`src/sv/dynamic_priority_scheduler_top_assert.svh`:
```
// ----------------------------------------------------------------------------
// Dynamic priority scheduler assertion macros
// Wraps concurrent assertions so that synthesis sees empty bodies.
// ----------------------------------------------------------------------------
`ifndef DYNAMIC_PRIORITY_SCHEDULER_TOP_ASSERT_SVH
`define DYNAMIC_PRIORITY_SCHEDULER_TOP_ASSERT_SVH

`ifndef SYNTHESIS
`define DPS_ASSERT(lbl, clk, rst_n, prop, msg) \
    lbl: assert property (@(posedge clk) disable iff (!rst_n) prop) else $error(msg);
`define DPS_ASSERT_NEVER(lbl, clk, rst_n, expr, msg) \
    lbl: assert property (@(posedge clk) disable iff (!rst_n) !(expr)) else $error(msg);
`else
`define DPS_ASSERT(lbl, clk, rst_n, prop, msg)
`define DPS_ASSERT_NEVER(lbl, clk, rst_n, expr, msg)
`endif

`endif

```
`src/sv/dps_pkg.sv`:
```
// ----------------------------------------------------------------------------
// Dynamic priority scheduler package
// Shared constants, operation codes and controller/datapath interface types.
// ----------------------------------------------------------------------------
package dps_pkg;

    localparam int NUM_SLOTS = 8;
    localparam int SLOT_W    = $clog2(NUM_SLOTS);
    localparam int PRIO_W    = 12;
    localparam int TIME_W    = 10;
    localparam int SLOT_IN_W = 3;

    localparam logic signed [PRIO_W-1:0] PRIO_MIN = {1'b1, {(PRIO_W-1){1'b0}}};

    typedef enum logic {
        OP_LOAD = 1'b0,
        OP_TICK = 1'b1
    } op_t;

    typedef struct packed {
        logic load_we;
        logic scan_clear;
        logic scan_step;
        logic commit;
    } dps_cmd_t;

    typedef struct packed {
        logic scan_last;
        logic out_busy;
    } dps_sts_t;

endpackage

```
`src/sv/dps_ctrl.sv`:
```
// ----------------------------------------------------------------------------
// Dynamic priority scheduler controller
// Sequences the accept, slot scan and write-back phases of each tick word.
// ----------------------------------------------------------------------------
`include "dynamic_priority_scheduler_top_assert.svh"

module dps_ctrl (
    input  logic              aclk,
    input  logic              aresetn,
    input  logic              s_valid,
    output logic              s_ready,
    input  logic              s_operation,
    input  logic              m_ready,
    input  dps_pkg::dps_sts_t sts,
    output dps_pkg::dps_cmd_t cmd
);

    typedef enum logic [3:0] {
        S_IDLE  = 4'b0001,
        S_SCAN  = 4'b0010,
        S_WRITE = 4'b0100,
        S_SPARE = 4'b1000
    } state_t;

    state_t state_reg;
    state_t state_next;

    always_ff @(posedge aclk) begin
        if (!aresetn) begin
            state_reg <= S_IDLE;
        end else begin
            state_reg <= state_next;
        end
    end

    always_comb begin
        state_next     = state_reg;
        cmd            = '0;
        s_ready        = 1'b0;
        case (state_reg)
            S_IDLE: begin
                s_ready = 1'b1;
                if (s_valid) begin
                    if (s_operation == dps_pkg::OP_TICK) begin
                        cmd.scan_clear = 1'b1;
                        state_next     = S_SCAN;
                    end else begin
                        cmd.load_we = 1'b1;
                    end
                end
            end
            S_SCAN: begin
                cmd.scan_step = 1'b1;
                if (sts.scan_last) begin
                    state_next = S_WRITE;
                end
            end
            S_WRITE: begin
                if (!sts.out_busy || m_ready) begin
                    cmd.commit = 1'b1;
                    state_next = S_IDLE;
                end
            end
            default: begin
                state_next = S_IDLE;
            end
        endcase
    end

    `DPS_ASSERT_NEVER(a_commit_vs_load, aclk, aresetn, cmd.commit && cmd.load_we, "Commit and load in one cycle")
    `DPS_ASSERT(a_commit_to_idle, aclk, aresetn, cmd.commit |=> (state_reg == S_IDLE), "Commit did not return to idle")
    `DPS_ASSERT(a_scan_to_write, aclk, aresetn, (cmd.scan_step && sts.scan_last) |=> (state_reg == S_WRITE), "Scan end did not reach write-back")

endmodule

```
`src/sv/dps_datapath.sv`:
```
// ----------------------------------------------------------------------------
// Dynamic priority scheduler datapath
// Slot tables, live flags, priority scan and the output word register.
// ----------------------------------------------------------------------------
`include "dynamic_priority_scheduler_top_assert.svh"

module dps_datapath (
    input  logic                                     aclk,
    input  logic                                     aresetn,
    input  dps_pkg::dps_cmd_t                        cmd,
    output dps_pkg::dps_sts_t                        sts,
    input  logic [dps_pkg::SLOT_IN_W-1:0]            s_slot,
    input  logic signed [dps_pkg::PRIO_W-1:0]        s_load_priority,
    input  logic [dps_pkg::TIME_W-1:0]               s_load_time,
    output logic                                     m_valid,
    input  logic                                     m_ready,
    output logic [dps_pkg::SLOT_IN_W-1:0]            m_ran_slot,
    output logic [dps_pkg::TIME_W-1:0]               m_remaining_after,
    output logic signed [dps_pkg::PRIO_W-1:0]        m_priority_after,
    output logic                                     m_finished,
    output logic                                     m_idle
);

    logic signed [dps_pkg::PRIO_W-1:0] prio_tbl_reg [dps_pkg::NUM_SLOTS];
    logic [dps_pkg::TIME_W-1:0]        rem_tbl_reg  [dps_pkg::NUM_SLOTS];
    logic [dps_pkg::NUM_SLOTS-1:0]     live_reg;

    logic [dps_pkg::SLOT_W-1:0]        scan_idx_reg;
    logic                              found_reg;
    logic [dps_pkg::SLOT_W-1:0]        best_idx_reg;
    logic signed [dps_pkg::PRIO_W-1:0] best_prio_reg;
    logic [dps_pkg::TIME_W-1:0]        best_rem_reg;

    logic                              m_valid_reg;
    logic                              m_valid_next;
    logic [dps_pkg::SLOT_IN_W-1:0]     m_ran_slot_reg;
    logic [dps_pkg::TIME_W-1:0]        m_rem_reg;
    logic signed [dps_pkg::PRIO_W-1:0] m_prio_reg;
    logic                              m_finished_reg;
    logic                              m_idle_reg;

    logic [dps_pkg::SLOT_W-1:0]        load_idx;
    logic                              load_ok;
    logic signed [dps_pkg::PRIO_W-1:0] cur_prio;
    logic [dps_pkg::TIME_W-1:0]        cur_rem;
    logic                              take;
    logic [dps_pkg::TIME_W-1:0]        rem_new;
    logic signed [dps_pkg::PRIO_W-1:0] prio_new;
    logic                              done;

    assign load_idx = dps_pkg::SLOT_W'(s_slot);
    assign load_ok  = (int'(s_slot) < dps_pkg::NUM_SLOTS);
    assign cur_prio = prio_tbl_reg[scan_idx_reg];
    assign cur_rem  = rem_tbl_reg[scan_idx_reg];
    assign take     = live_reg[scan_idx_reg] && (!found_reg || (cur_prio > best_prio_reg));

    assign rem_new  = (best_rem_reg != '0) ? best_rem_reg - 1'b1 : best_rem_reg;
    assign prio_new = (best_prio_reg != dps_pkg::PRIO_MIN) ?
                      best_prio_reg - dps_pkg::PRIO_W'(1) : best_prio_reg;
    assign done     = (rem_new == '0);

    assign sts.scan_last = (scan_idx_reg == dps_pkg::SLOT_W'(dps_pkg::NUM_SLOTS - 1));
    assign sts.out_busy  = m_valid_reg;

    always_ff @(posedge aclk) begin
        if (cmd.load_we && load_ok) begin
            prio_tbl_reg[load_idx] <= s_load_priority;
            rem_tbl_reg[load_idx]  <= s_load_time;
        end else if (cmd.commit && found_reg) begin
            prio_tbl_reg[best_idx_reg] <= prio_new;
            rem_tbl_reg[best_idx_reg]  <= rem_new;
        end
    end

    always_ff @(posedge aclk) begin
        if (!aresetn) begin
            live_reg <= '0;
        end else if (cmd.load_we && load_ok) begin
            live_reg[load_idx] <= (s_load_time != '0);
        end else if (cmd.commit && found_reg) begin
            live_reg[best_idx_reg] <= !done;
        end
    end

    always_ff @(posedge aclk) begin
        if (!aresetn) begin
            scan_idx_reg <= '0;
            found_reg    <= 1'b0;
        end else if (cmd.scan_clear) begin
            scan_idx_reg <= '0;
            found_reg    <= 1'b0;
        end else if (cmd.scan_step) begin
            scan_idx_reg <= scan_idx_reg + 1'b1;
            if (take) begin
                found_reg <= 1'b1;
            end
        end
    end

    always_ff @(posedge aclk) begin
        if (cmd.scan_step && take) begin
            best_idx_reg  <= scan_idx_reg;
            best_prio_reg <= cur_prio;
            best_rem_reg  <= cur_rem;
        end
    end

    always_comb begin
        m_valid_next = m_valid_reg;
        if (cmd.commit) begin
            m_valid_next = 1'b1;
        end else if (m_ready) begin
            m_valid_next = 1'b0;
        end
    end

    always_ff @(posedge aclk) begin
        if (!aresetn) begin
            m_valid_reg <= 1'b0;
        end else begin
            m_valid_reg <= m_valid_next;
        end
    end

    always_ff @(posedge aclk) begin
        if (cmd.commit) begin
            if (found_reg) begin
                m_ran_slot_reg <= dps_pkg::SLOT_IN_W'(best_idx_reg);
                m_rem_reg      <= rem_new;
                m_prio_reg     <= prio_new;
                m_finished_reg <= done;
                m_idle_reg     <= 1'b0;
            end else begin
                m_ran_slot_reg <= '0;
                m_rem_reg      <= '0;
                m_prio_reg     <= '0;
                m_finished_reg <= 1'b0;
                m_idle_reg     <= 1'b1;
            end
        end
    end

    assign m_valid           = m_valid_reg;
    assign m_ran_slot        = m_ran_slot_reg;
    assign m_remaining_after = m_rem_reg;
    assign m_priority_after  = m_prio_reg;
    assign m_finished        = m_finished_reg;
    assign m_idle            = m_idle_reg;

    `DPS_ASSERT(a_commit_sets_valid, aclk, aresetn, cmd.commit |=> m_valid_reg, "Commit did not present a word")
    `DPS_ASSERT(a_idle_clean, aclk, aresetn, (m_valid_reg && m_idle_reg) |-> (m_ran_slot_reg == '0 && !m_finished_reg), "Idle word carries slot data")
    `DPS_ASSERT(a_retire_flag, aclk, aresetn, (cmd.commit && found_reg) |=> (live_reg[$past(best_idx_reg)] != m_finished_reg), "Live flag disagrees with finished")

endmodule

```
`src/sv/dynamic_priority_scheduler_top.sv`:
```
// ----------------------------------------------------------------------------
// Dynamic priority scheduler top level
// Eight process slots; a tick runs the live slot of highest priority.
//
//   Channel  Prefix  Fields
//   input    s_      operation, slot, load_priority, load_time
//   result   m_      ran_slot, remaining_after, priority_after, finished, idle
//
// A load word is taken and gives no result.
// A tick word is accepted, then the slots are scanned in turn and the result
// is written back.
// Reset clears the live flags and the output valid flag; no clearing pass.
// A held result stalls only the write-back of the following tick.
// ----------------------------------------------------------------------------
module dynamic_priority_scheduler_top (
    input  logic                                  aclk,
    input  logic                                  aresetn,
    input  logic                                  s_valid,
    output logic                                  s_ready,
    input  logic                                  s_operation,
    input  logic [dps_pkg::SLOT_IN_W-1:0]         s_slot,
    input  logic signed [dps_pkg::PRIO_W-1:0]     s_load_priority,
    input  logic [dps_pkg::TIME_W-1:0]            s_load_time,
    output logic                                  m_valid,
    input  logic                                  m_ready,
    output logic [dps_pkg::SLOT_IN_W-1:0]         m_ran_slot,
    output logic [dps_pkg::TIME_W-1:0]            m_remaining_after,
    output logic signed [dps_pkg::PRIO_W-1:0]     m_priority_after,
    output logic                                  m_finished,
    output logic                                  m_idle
);

    dps_pkg::dps_cmd_t cmd;
    dps_pkg::dps_sts_t sts;

    dps_ctrl u_ctrl (
        .aclk        (aclk),
        .aresetn     (aresetn),
        .s_valid     (s_valid),
        .s_ready     (s_ready),
        .s_operation (s_operation),
        .m_ready     (m_ready),
        .sts         (sts),
        .cmd         (cmd)
    );

    dps_datapath u_datapath (
        .aclk              (aclk),
        .aresetn           (aresetn),
        .cmd               (cmd),
        .sts               (sts),
        .s_slot            (s_slot),
        .s_load_priority   (s_load_priority),
        .s_load_time       (s_load_time),
        .m_valid           (m_valid),
        .m_ready           (m_ready),
        .m_ran_slot        (m_ran_slot),
        .m_remaining_after (m_remaining_after),
        .m_priority_after  (m_priority_after),
        .m_finished        (m_finished),
        .m_idle            (m_idle)
    );

endmodule

```
`config.mk`:
```
export PLATFORM = sky130hd
export DESIGN_NAME = dynamic_priority_scheduler_top
export DESIGN_NICKNAME = d
export VERILOG_FILES = /design/src/sv/dps_pkg.sv /design/src/sv/dps_ctrl.sv /design/src/sv/dps_datapath.sv /design/src/sv/dynamic_priority_scheduler_top.sv
export VERILOG_INCLUDE_DIRS = /design/src /design/src/sv
export SDC_FILE = /design/constraint.sdc
export NUM_CORES = 1
export LEC_CHECK = 0
export BUFFER_PORTS_ARGS = -buffer_cell sky130_fd_sc_hd__buf_2
export CELL_PAD_IN_SITES_DETAIL_PLACEMENT = 1
export CELL_PAD_IN_SITES_GLOBAL_PLACEMENT = 1
export CORE_ASPECT_RATIO = 1.1
export CORE_MARGIN = 1
export CORE_UTILIZATION = 35
export CTS_BUF_LIST = sky130_fd_sc_hd__clkbuf_4
export DETAILED_ROUTE_END_ITERATION = 16
export PLACE_DENSITY_LB_ADDON = 0.2
export RECOVER_POWER = 25
export SKIP_LAST_GASP = 1
export SYNTH_ARGS = -nofsm -noshare
export SYNTH_HDL_FRONTEND = slang
export SYNTH_SLANG_ARGS = --single-unit
```
`constraint.sdc`:
```
create_clock -name aclk -period 7 [get_ports aclk]
set_input_delay 0.7 -clock aclk [delete_from_list [all_inputs] [get_ports aclk]]
set_output_delay 0.7 -clock aclk [all_outputs]
set_load 0.01 [all_outputs]
```
Word level (Yosys, flattened, before mapping)
Memories as Yosys holds them, arrays and structs flattened. A register that Yosys moved wholly into a read port is not among the register bits.
Cells that the tools add are included.
- output and inout port bits: 29
- bits in registers: 59
- memories kept: 2
- logic and storage cells: 94
- memory bits (writable): 176
- bitwise gates (word level): 1
- $add $sub $neg: 3
- multiplexer cells: 41
- equal/unequal tests: 9
- reduce and logical (&&, ||, !) cells: 20
- magnitude comparators: 6
- memory list (memory ; depth ; width ; rd ports ; clocked after memory_dff ; write ports ; line ; source):
    u_datapath.prio_tbl_reg ; 8 ; 12 ; 1 ; 1 ; 1 ; dps_datapath.sv:24 ; logic signed [dps_pkg::PRIO_W-1:0] prio_tbl_reg [dps_pkg::NUM_SLOTS];
    u_datapath.rem_tbl_reg ; 8 ; 10 ; 1 ; 1 ; 1 ; dps_datapath.sv:25 ; logic [dps_pkg::TIME_W-1:0] rem_tbl_reg [dps_pkg::NUM_SLOTS];
- operators by type and width (cell ; number):
    $mux 12 ; 2
    $mux 10 ; 2
    $reduce_bool 10->1 ; 2
    $mux 1 ; 19
    $bwmux 8 ; 2
    $mux 4 ; 4
    $mux 8 ; 2
    $gt 12x12->1 ; 1
    $lt 3x4->1 const B ; 3
    $mux 3 ; 4
    $ne 12x12->1 const B ; 1
    $pmux 4 s3 ; 1
    $reduce_or 12->1 ; 1
    $sub 12x2->12 const B ; 1
    $logic_not 10->1 ; 1
    $reduce_or 10->1 ; 1
    $sub 10x1->10 const B ; 1
    $demux 1 s3 ; 2
    $ge 3x1->1 const B ; 2
    $ne 2x2->1 const B ; 3
    $logic_and 1x1->1 ; 5
    $eq 4x1->1 const B ; 1
    $eq 4x2->1 const B ; 1
    $eq 4x3->1 const B ; 1
    12 further kinds ; 17

Depth between registers and ports, before layout
- word-level depth: 10
- mapped depth: 10
- gate-level depth less buffers: 8

Modules after synthesis
Synthesis repeated with hierarchy kept, for this count alone.
- cell total of the unflattened synthesis: 659
- area total of the unflattened synthesis: 10488.8 um2
- modules (own cells, without submodules) (module ; cells an instance ; times used ; sequential area each (um2) ; area an instance (um2)):
    dps_datapath ; 636 ; 1 ; 7166.9 ; 10298.6
    dps_ctrl ; 23 ; 1 ; 60.1 ; 190.2

Least setup slack after synthesis
Ideal clock, no wire load.
- kind: register to register
- start point: register with a tool-made name
- end point: register u_datapath.best_idx_reg[0] (netlist name) (enable)
- required time: 6556 ps
- setup slack: 1985 ps
- stages on the path, launching flop included: 11
- library setup time: 444 ps
- arrival: 4571 ps
- cells stage by stage: dfxtp_1 -> clkbuf_1 -> buf_2 -> mux4_2 -> mux2_2 -> ha_1 -> a21o_1 -> a21oi_1 -> o21ai_0 -> o311ai_0 -> nor3b_1
- RTL lines (element ; line ; source):
    end signal: assignment ; dps_datapath.sv:102 ; best_idx_reg <= scan_idx_reg;
    end: declaration ; dps_datapath.sv:30 ; logic [dps_pkg::SLOT_W-1:0] best_idx_reg;

Worst setup path after layout
- start point: register u_datapath.scan_idx_reg[0] (netlist name)
- end point: register u_datapath.best_rem_reg[9] (netlist name) (read register of u_datapath.rem_tbl_reg) (enable)
- word-level cells in the longest chain between the ends: 4
- RTL lines (element ; line ; source):
    start: declaration ; dps_datapath.sv:28 ; logic [dps_pkg::SLOT_W-1:0] scan_idx_reg;
    start signal: assignment ; dps_datapath.sv:93 ; scan_idx_reg <= scan_idx_reg + 1'b1;
    $bmux 1 s3 ; dps_datapath.sv:55 ; assign take = live_reg[scan_idx_reg] && (!found_reg || (cur_prio > best_prio_reg));
    $mux 1 (not written as such) ; dps_datapath.sv:55 ;
    $logic_and 1x1->1 ; dps_datapath.sv:55 ;
    $logic_and 1x1->1 ; dps_datapath.sv:101 ; if (cmd.scan_step && take) begin
    end: declaration ; dps_datapath.sv:32 ; logic [dps_pkg::TIME_W-1:0] best_rem_reg;
Parallel ways exist; a longest one is shown, timed or not. The select of a mux whose other input is x is not followed.
A chain may end at the register's enable or synchronous reset.

==> results.yml <==
setup_path:
  reg2regPathDepth: 7
  critical-path-top-delay-family: "buffers and inverters"
  crit_fanout: 25
  crit_path_start_kind: "register"
  worst-path-buf-inv: 2
  path_cells: "clkbuf_1 -> mux4_2 -> mux2i_1 -> nor3_1 -> o31ai_1 -> nor3b_2 -> buf_4"
  cp.required_ps: 7340
  criticalPathCategory: "reg -> reg"
  cp_slowest_cell: "clkbuf_1"
  cp-end-kind: "register"
  cp.depth: 7
  worstPathArrival_ps: 4590
  critical-path-max-stage-delay_ps: 1510
cts:
  clk_pin_slew_ps: 80
  post_cts_buffers: 0
  cts_tree: "done"
  insertion_delay_ps: 680
  cts_resized: 0
  cts_inserted_buffers: 59
  clk_path_buf_depth: 3
  cts-root-buf: "clkbuf_4"
  postCtsHoldBufs: 0
  cts.sinks: 247
  htree_levels: 2
status:
  status: "complete, but fails checks"
  violations: "max-capacitance violations, max-slew violations"
grt:
  first_global_vias: 6853
  grt_pass1_wl_mm: 39.8
  grt_max_degree: 35
  antenna_found_initial: 1
  grt.overflow.total: 0
  grtUsageTotal: 0.172
power:
  p_leak_nw: 4.00
  power.density_nw_per_um2: 232
  peakVddDrop_mv: 0.0965
min_path:
  hold_path.class: "in -> reg"
  min_path_cells: 2
synth:
  synth_nets: 728
  synth-edff-count: 228
  synth_top_cell_by_area: "edfxtp_1"
  dominantRegCellSynth: "edfxtp_1"
  syn_inst: 680
  synthArstFlopShare: 0
  synth_warnings: 0
  ys_ff_latch: 247
  synth_commonest_cells: "edfxtp_1, nor2_1, mux4_2"
  synth_area_leaders: "edfxtp_1, mux4_2, dfxtp_1"
  post-synth-top-count-cell: "edfxtp_1"
  synth_area_um2: 10700
  yosysSeqAreaShare: 0.674
  syn_area_per_cell_um2: 15.8
  ys_types: 56
  synth_top_area_frac: 0.639
floorplanning:
  die_h_um: 186
  fp.dieArea_um2: 31300
  core_um2: 29800
  initial_core_util: 0.360
  die_w_um: 169
  io_pins: 59
  num_rows: 66
placement:
  gp_congestion: 0.812
  portBuffers: 58
  hpwl_mm: 17.0
  dpl_cell_area_um2: 11500
cells_and_area:
  largest_reg_flops: 96
  drive_above_1_share: 0.255
  fin_nets: 825
  final_design_area_no_fill_um2: 12200
  area_growth_syn_to_layout_pct: 13.9
timing:
  clock.fmax_mhz: 235
  finalHoldViolations: 0
  setup_viol: 0
  slew-limit-headroom: -0.413
  worstMarginPinSlew_ps: 2120
  timing.final.crit_period_ps: 4250
  tns_ps: 0
  clock_skew_ps: 30.3
  slew_viol_final: 52
  rsz0062_at_grt: "no"
  holdWs_ps: 334
  final.period_utilization: 0.607
detailed_routing:
  ant_nets: 0
  num_vias: 6379
  avgViaCountPerCell: 5.16
  drc_errors: 0
  wl_mm: 26.3
  drt_iter0_markers: 409
  first_pass_iters: 4
  avgRoutedWirePerCell_um: 21.3
flow_run:
  drv_cap: 2
power by group:
| part | switching [W] | total (W) | internal [W] |
|---|---|---|---|
| Combinational | 0.0000485 | 0.0000710 | 0.0000226 |
| Sequential | 0.00000451 | 0.00162 | 0.00162 |
| Clock | 0.000553 | 0.00114 | 0.000589 |
| Total | 0.000606 | 0.00284 | 0.00223 |
cells by family (layout without fill, tap and decap cells):
| logic type | Yosys count | count (layout) | share of synthesized area |
|---|---|---|---|
| multiplexers | 82 | 82 | 0.134 |
| other | 0 | 1 | 0 |
| AO/OA/AOI/OAI | 89 | 89 | 0.0521 |
| AND/OR/NAND/NOR | 184 | 184 | 0.0919 |
| adder cells (fa/ha/maj) | 18 | 18 | 0.0210 |
| flip-flops | 247 | 247 | 0.674 |
| buffers and inverters | 50 | 197 | 0.0191 |
| XOR/XNOR | 10 | 10 | 0.00817 |
layout by cell type (no fill, tap or decap), types with 4 or more instances in the layout:
| cell type | instances |
|---|---|
| nor4_1 | 8 |
| nor3b_1 | 7 |
| mux4_2 | 46 |
| o21ai_0 | 27 |
| o31ai_1 | 6 |
| or3_1 | 4 |
| clkinv_1 | 17 |
| and2_1 | 4 |
| nand4_1 | 7 |
| nor2_4 | 8 |
| clkbuf_1 | 31 |
| ha_1 | 18 |
| a31oi_1 | 4 |
| nor2_1 | 51 |
| buf_2 | 30 |
| or3b_2 | 4 |
| a21oi_1 | 24 |
| inv_1 | 22 |
| mux2_1 | 15 |
| o21ai_1 | 5 |
| mux2_2 | 13 |
| clkbuf_4 | 90 |
| nor2b_1 | 7 |
| nor3_1 | 7 |
| mux2i_1 | 8 |
| nand2_1 | 32 |
| nand3b_1 | 4 |
| nand3_1 | 14 |
| dfxtp_1 | 19 |
| nand2b_1 | 7 |
| edfxtp_1 | 228 |
| xnor2_1 | 10 |
metrics by stage:
step	setup slack, ps	power, W	utilization	cells
floorplan	1990	0.00169	-	680
global placement	2940	0.00172	0.386	1124
detailed placement	2890	0.00173	0.386	1124
CTS	2850	0.00288	0.412	1235
global route	2180	0.00295	0.410	1236
finish	2750	0.00284	0.410	1236
worst reg2reg max path, stage by stage (launching register included):
cell and delay [ps]:
dfxtp_1 310, clkbuf_1 1510, mux4_2 510, mux2i_1 120
nor3_1 430, o31ai_1 170, nor3b_2 470, buf_4 390
per-layer routing:
layer / vias up / GRT usage / part of all wire / wire length (µm)
met5: - / 0 / 0 / 0
met4: 0 / 0.0593 / 0.020 / 525
met3: 44 / 0.0285 / 0.040 / 1050
met2: 149 / 0.299 / 0.50 / 13100
met1: 3291 / 0.218 / 0.44 / 11600
li1: 2895 / - / - / -
final timing paths:
check                             startpoint                         end  slack [ps]
setup reg to reg  u_datapath.scan_idx_reg[0]  u_datapath.best_rem_reg[9]        2750
hold / removal                       aresetn         u_ctrl.state_reg[0]         330
hold reg to reg          u_ctrl.state_reg[2]         u_ctrl.state_reg[1]         540
setup / recovery  u_datapath.scan_idx_reg[0]  u_datapath.best_rem_reg[9]        2750
final cells by class:
| type | instances | area, µm² |
|---|---|---|
| Sequential cell | 247 | 7230 |
| Timing Repair Buffer | 64 | 289 |
| Tap cell | 408 | 510 |
| Multi-Input combinational cell | 383 | 3340 |
| Clock inverter | 21 | 90.1 |
| Fill cell | 3045 | 17600 |
| Clock buffer | 90 | 676 |
| Antenna cell | 1 | 2.50 |
| Inverter | 22 | 82.6 |
Power figures use the tool's default switching activity.
